### src/design/tbt_div.sv
// ----------------------------------------------------------------------------
// Triangle tangent unit: divider lane
// Pipelined restoring divider, one quotient bit per stage, followed by
// rounding to nearest (ties away from zero) and saturation.
// ----------------------------------------------------------------------------
module tbt_div #(
  parameter int unsigned CoordBits  = 16,
  parameter int unsigned ResultBits = 20
) (
  input  logic                         clk_i,
  input  logic                         en_i,
  input  logic [2*CoordBits+2:0]       num_mag_i,
  input  logic [2*CoordBits+2:0]       den_mag_i,
  input  logic                         neg_i,
  output logic signed [ResultBits-1:0] res_o
);

  localparam int unsigned MW  = 2 * CoordBits + 3;
  localparam int unsigned QS  = CoordBits - 2 - CoordBits / 2 + ResultBits / 2;
  localparam int unsigned K   = ResultBits + 2;
  localparam int unsigned RW  = MW + K;
  localparam int unsigned XW  = MW + ((QS + 1 > K) ? QS + 1 : K);
  localparam logic [K-1:0] Cap    = K'(1) << (ResultBits + 1);
  localparam logic [K-1:0] ResMax = (K'(1) << (ResultBits - 1)) - K'(1);

  logic [RW-1:0] r_q   [K+1];
  logic [K-1:0]  q_q   [K+1];
  logic [MW-1:0] d_q   [K+1];
  logic          ovf_q [K+1];
  logic          neg_q [K+1];
  logic [RW:0]   trial [K];

  logic [XW-1:0] dividend, den_top;
  assign dividend = XW'(num_mag_i) << (QS + 1);
  assign den_top  = XW'(den_mag_i) << K;

  always_comb begin
    for (int j = 0; j < K; j++) begin
      trial[j] = {1'b0, r_q[j]} - {1'b0, RW'(d_q[j]) << (K - 1 - j)};
    end
  end

  // The quotient must fit K bits, otherwise the result saturates.
  always_ff @(posedge clk_i) begin
    if (en_i) begin
      ovf_q[0] <= (dividend >= den_top);
      r_q[0]   <= dividend[RW-1:0];
      q_q[0]   <= '0;
      d_q[0]   <= den_mag_i;
      neg_q[0] <= neg_i;
      for (int j = 0; j < K; j++) begin
        r_q[j+1]   <= trial[j][RW] ? r_q[j] : trial[j][RW-1:0];
        q_q[j+1]   <= {q_q[j][K-2:0], ~trial[j][RW]};
        d_q[j+1]   <= d_q[j];
        ovf_q[j+1] <= ovf_q[j];
        neg_q[j+1] <= neg_q[j];
      end
    end
  end

  logic [K-1:0]            q_rnd;
  logic                    sat;
  logic [ResultBits-1:0]   res_d;
  assign q_rnd = (q_q[K] + K'(1)) >> 1;
  assign sat   = ovf_q[K] || (q_q[K] > Cap);

  always_comb begin
    if (neg_q[K]) begin
      if (sat || q_rnd > ResMax + K'(1)) begin
        res_d = {1'b1, {(ResultBits-1){1'b0}}};
      end else begin
        res_d = ResultBits'(-q_rnd);
      end
    end else begin
      if (sat || q_rnd > ResMax) begin
        res_d = {1'b0, {(ResultBits-1){1'b1}}};
      end else begin
        res_d = ResultBits'(q_rnd);
      end
    end
  end

  always_ff @(posedge clk_i) begin
    if (en_i) begin
      res_o <= res_d;
    end
  end

endmodule
### config.mk
export PLATFORM = sky130hd
export DESIGN_NAME = tbt_div
export DESIGN_NICKNAME = d
export VERILOG_FILES = /design/src/design/tbt_div.sv
export SDC_FILE = /design/constraint.sdc
export NUM_CORES = 2
export LEC_CHECK = 0
export BUFFER_PORTS_ARGS = -buffer_cell sky130_fd_sc_hd__buf_2
export CORE_MARGIN = 2
export CORE_UTILIZATION = 62
export CTS_CLUSTER_DIAMETER = 50
export CTS_CLUSTER_SIZE = 16
export DETAILED_ROUTE_END_ITERATION = 10
export GPL_TIMING_DRIVEN = 0
export HOLD_SLACK_MARGIN = 0.08
export PLACE_DENSITY_LB_ADDON = 0.25
export SYNTH_ARGS = -nofsm -noshare
export SYNTH_HDL_FRONTEND = slang
export SYNTH_SLANG_ARGS = --single-unit
### constraint.sdc
create_clock -name clk_i -period 4.3 [get_ports clk_i]
set_input_delay 0.215 -clock clk_i [delete_from_list [all_inputs] [get_ports clk_i]]
set_output_delay 0.215 -clock clk_i [all_outputs]
set_load 0.005 [all_outputs]
Yosys cells after proc, flatten, opt, wreduce, memory -nomap -nowiden
Memory sizes are Yosys's and may differ from the RTL's.
Cells that the tools add are included.
- bits in registers: 20
- RAM bits: 2668
- bits of input ports: 73
- output and inout port bits: 20
- word-level logic and storage cells: 86
- memories: 5
- memories (name ; words ; width ; read ports ; clocked after memory_dff ; write ports ; line ; RTL):
    r_q ; 23 ; 57 ; 22 ; 0 ; 23 ; 26 ; logic [RW-1:0] r_q [K+1];
    d_q ; 23 ; 35 ; 22 ; 0 ; 23 ; 28 ; logic [MW-1:0] d_q [K+1];
    q_q ; 23 ; 22 ; 23 ; 0 ; 23 ; 27 ; logic [K-1:0] q_q [K+1];
    neg_q ; 23 ; 1 ; 23 ; 0 ; 23 ; 30 ; logic neg_q [K+1];
    ovf_q ; 23 ; 1 ; 23 ; 0 ; 23 ; 29 ; logic ovf_q [K+1];
- add/sub/neg operators: 24
- order comparisons: 4
- muxes and demuxes: 27
- bitwise gates (word level): 22
- reductions and logical operators: 3
- operators with widths (kind ; number):
    $mux 57 ; 22
    $mux 20 ; 3
    $sub 57x35->58 ; 1
    $sub 57x36->58 ; 1
    $sub 57x37->58 ; 1
    $sub 57x38->58 ; 1
    $sub 57x39->58 ; 1
    $sub 57x40->58 ; 1
    $sub 57x41->58 ; 1
    $sub 57x42->58 ; 1
    $sub 57x43->58 ; 1
    $sub 57x44->58 ; 1
    $sub 57x45->58 ; 1
    $sub 57x46->58 ; 1
    $sub 57x47->58 ; 1
    $sub 57x48->58 ; 1
    $sub 57x49->58 ; 1
    $sub 57x50->58 ; 1
    $sub 57x51->58 ; 1
    $sub 57x52->58 ; 1
    $sub 57x53->58 ; 1
    $sub 57x54->58 ; 1
    $sub 57x55->58 ; 1
    $sub 57x56->58 ; 1
    9 further kinds ; 33

Depth between registers and ports, before layout
An unclocked memory read counts as a cell.
- depth after elaboration: 6
- depth in mapped cells: 16
- mapped depth without buffers: 14

Worst setup path before layout
No wires, ideal clock.
- kind: reg-to-reg
- from: memory d_q[0][0] (netlist bit)
- to: memory r_q[0][101] (netlist bit) (data pin)
- library setup time: 0.276 ns
- data arrival time: 3.222 ns
- required time: 4.024 ns
- setup slack: 0.802 ns
- stages on the path, launching flop included: 14
- path buffers: 2
- period minus slack after synthesis: 3.498 ns
- cell sequence: edfxtp_1 -> ha_1 -> fa_1 -> nand2b_1 -> a21o_1 -> and3_1 -> o31ai_1 -> nand3_1 -> a31o_2 -> o21a_1 -> a21oi_1 -> clkbuf_1 -> clkbuf_1 -> o32ai_1
- RTL lines (element ; line):
    start: declaration ; 28
    end: declaration ; 26

==> results_dict.tcl <==
set metrics [dict create \
    status "complete, no violations" \
    numCtsBuffers 206 \
    holdPathEnd "neg_q[0][0]$_DFFE_PP_" \
    pin_count 93 \
    synth-main-ff-cell "edfxtp_1" \
    fin_nets 12300 \
    gp_congestion 0.973 \
    syn-cell-area_um2 119000 \
    synth_edf_count 2100 \
    synth_top_area_share_pct 53.0 \
    dr_wl_met2_um 140000 \
    area_delta_synth_final_pct 11.2 \
    final_util_pct 69.5 \
    vias 86800 \
    r2r_start "d_q[0][35]$_DFFE_PP_" \
    timing.fmax_mhz 238 \
    slowest_delay_ps 650 \
    end_kind "register" \
    cp_slowest_cell "o311ai_0" \
    worstPathCellList "ha_1, fa_1, nor2b_1, o31ai_1, a31oi_1, o31ai_2, o311ai_0, a31oi_1, a21oi_1, a311oi_1, xnor2_1, mux2_2" \
    min_period_ps 4200 \
    seq_area_um2 63100 \
    highest_layer "met5" \
    crit_top_cell "a31oi_1" \
    arrival_ps 4810 \
    power_density_nw_per_um2 645 \
    cp_max_fo 4 \
    synth.most_common_cell "edfxtp_1" \
    cts.sinks 2100 \
    overflow 0 \
    async_flop_share_pct 0 \
    synth.area.top_cells "edfxtp_1 53%, ha_1 8.2%, a21oi_1 4.3%" \
    syn_inst 11000 \
    antenna_found_initial 4 \
    cap_violations 0 \
    yosys_warnings 0 \
    finalSetupViolCount 0 \
    clockRootBuffer "clkbuf_16" \
    grt_pass1_vias 84200 \
    cts_tree "built" \
    drive_above_1_share_pct 7.33 \
    die-area_um2 195000 \
    coreArea_um2 190000 \
    final_antenna_net_count 0 \
    avgSynthCellArea_um2 10.8 \
    path_clk_slew_ps 70 \
    drc 0 \
    fin_crit_sh_pct 97.8 \
    drt_wl_total_um 296000 \
    grt_usage_pct 29.7 \
    timing_hold_violations_final 0 \
    dieHeight_um 442 \
    multi_input_area_um2 51700 \
    startpoint_type "register" \
    synth_commonest_cells "2100 x edfxtp_1, 1011 x a21oi_1, 957 x inv_1" \
    synth.ff_latch_count 2100 \
    whs_path_depth 2 \
    drt-met1-wl_um 123000 \
    leakagePower_nw 52.6 \
    tightest_slew_ps 1130 \
    synth_top_area_cell "edfxtp_1" \
    crit_type "register to register" \
    clock_path_buffers 3 \
    timing.rr.end "r_q[0][166]$_DFFE_PP_" \
    whs_ps 153 \
    fill_cells 13800 \
    wl_per_cell_um 21.0 \
    synth_cell_types 101 \
    cp.required_ps 4900 \
    first_pass_iters 9 \
    irDropWorstVdd_v 0.000542 \
    dp_hpwl_um 221000 \
    placement.io_buffers 92 \
    vias_per_cell 6.15 \
    slew_headroom_pct 24.8 \
    ys_seq_area_share_pct 53.0 \
    slew_viol_final 0 \
    r2r_slack_ps 100 \
    cts-htree-levels 4 \
    placementRows 160 \
    drtIter0Drc 8570 \
    initial_utilization_pct 62.5 \
    worst_hold_startpoint "neg_i" \
    hp-class "primary input to register" \
    reg2reg_depth 12 \
    wl_met3_um 20500 \
    skew_ps 27.7 \
    grt_max_degree 194 \
    clk_latency_ps 870 \
    dieWidth_um 442 \
    grt_pass1_wl_um 462000 \
]
==> report_power, final <==
group / switching (mW) / internal (mW) / total, mW
Combinational: 19.9 / 14.2 / 34.1
Clock: 8.53 / 10.2 / 18.7
Sequential: 3.34 / 29.1 / 32.4
==> cell families after synthesis <==
group	share of synthesized area (%)
AND/OR/NAND/NOR	11.7
adder cells (fa/ha/maj)	8.59
XOR/XNOR	6.25
AO/OA/AOI/OAI	15.3
other	0.00315
multiplexers	1.20
flip-flops	53.0
buffers and inverters	4.01
==> per-layer routing <==
layer / vias up / track usage [%]
met1: 41800 / 39.1
met3: 697 / 5.06
met5: - / 0
met2: 3152 / 48.8
met4: 4 / 12.3
li1: 41200 / -
==> cell type report <==
class                           instances  area share, %
Antenna cell                            3        0.00568
Clock inverter                        156           1.40
Clock buffer                          219           3.97
Timing Repair Buffer                  264           1.82
Sequential cell                      2100           47.7
Buffer                                297          0.977
Tap cell                             2511           2.38
Multi-Input combinational cell       7605           39.1
Inverter                              963           2.74
==> placed cells by master (no fill, tap or decap), drive strengths merged, types with 130 or more instances in the layout <==
cell type,instances
edfxtp,2100
inv,1012
a21oi,1011
nand2,837
nor2,800
ha,783
o21ai,681
clkbuf,484
xnor2,450
xor2,399
a21o,388
nand3,206
nor3,176
buf,153
dlygate4sd3,142
nand2b,130
==> critical path: cells and delay by family, from the launching register on <==
family,cells,cell delay [ps]
adder cells (fa/ha/maj),2,660
flip-flops,1,440
AO/OA/AOI/OAI,7,2220
AND/OR/NAND/NOR,1,180
multiplexers,1,280
XOR/XNOR,1,160
==> worst max path at each step <==
stage / startpoint / endpoint / slack, ps / cells past startpoint
2_1_floorplan: d_q[0][0]$_DFFE_PP_ / r_q[0][101]$_DFFE_PP_ / 800 / 13
3_3_place_gp: en_i / neg_q[2][6]$_DFFE_PP_ / -28600 / 1
3_5_place_dp: d_q[1][70]$_DFFE_PP_ / r_q[2][207]$_DFFE_PP_ / -1510 / 12
4_1_cts: d_q[1][140]$_DFFE_PP_ / r_q[3][105]$_DFFE_PP_ / 1 / 12
5_1_grt: d_q[0][255]$_DFFE_PP_ / r_q[2][55]$_DFFE_PP_ / -8 / 12
6_report: d_q[0][35]$_DFFE_PP_ / r_q[0][166]$_DFFE_PP_ / 100 / 12
==> sequential cells by signal, indices dropped and copies added, names as in the netlist <==
name and flops:
r_q 1011, d_q 770, q_q 253, neg_q 23
ovf_q 23, res_o 20
==> per-stage QoR <==
| step | area (um^2) | worst slack (ps) | std cells | total power, mW | TNS [ps] |
|---|---|---|---|---|---|
| global route | 132000 | -7.55 | 14100 | 90.4 | -13.5 |
| CTS | 132000 | 1.17 | 14100 | 84.8 | 0 |
| finish | 132000 | 95.6 | 14100 | 85.3 | 0 |
| detailed placement | 123000 | -1510 | 13600 | 65.6 | -293560 |
| global placement | 123000 | -28600 | 13600 | 66.1 | - |
| floorplan | 119000 | 802 | 11000 | 56.5 | 0 |
==> timing repair <==
action                                 4_1_cts  5_1_grt
buffers inserted                            11        6
resized for setup                          110      121
setup endpoints to repair                  663      803
hold buffers                               142        0
cloned                                       0        1
pin swaps                                    6        7
endpoints found under the hold margin      222        0
No activity file was read; power rests on OpenSTA's default activity.
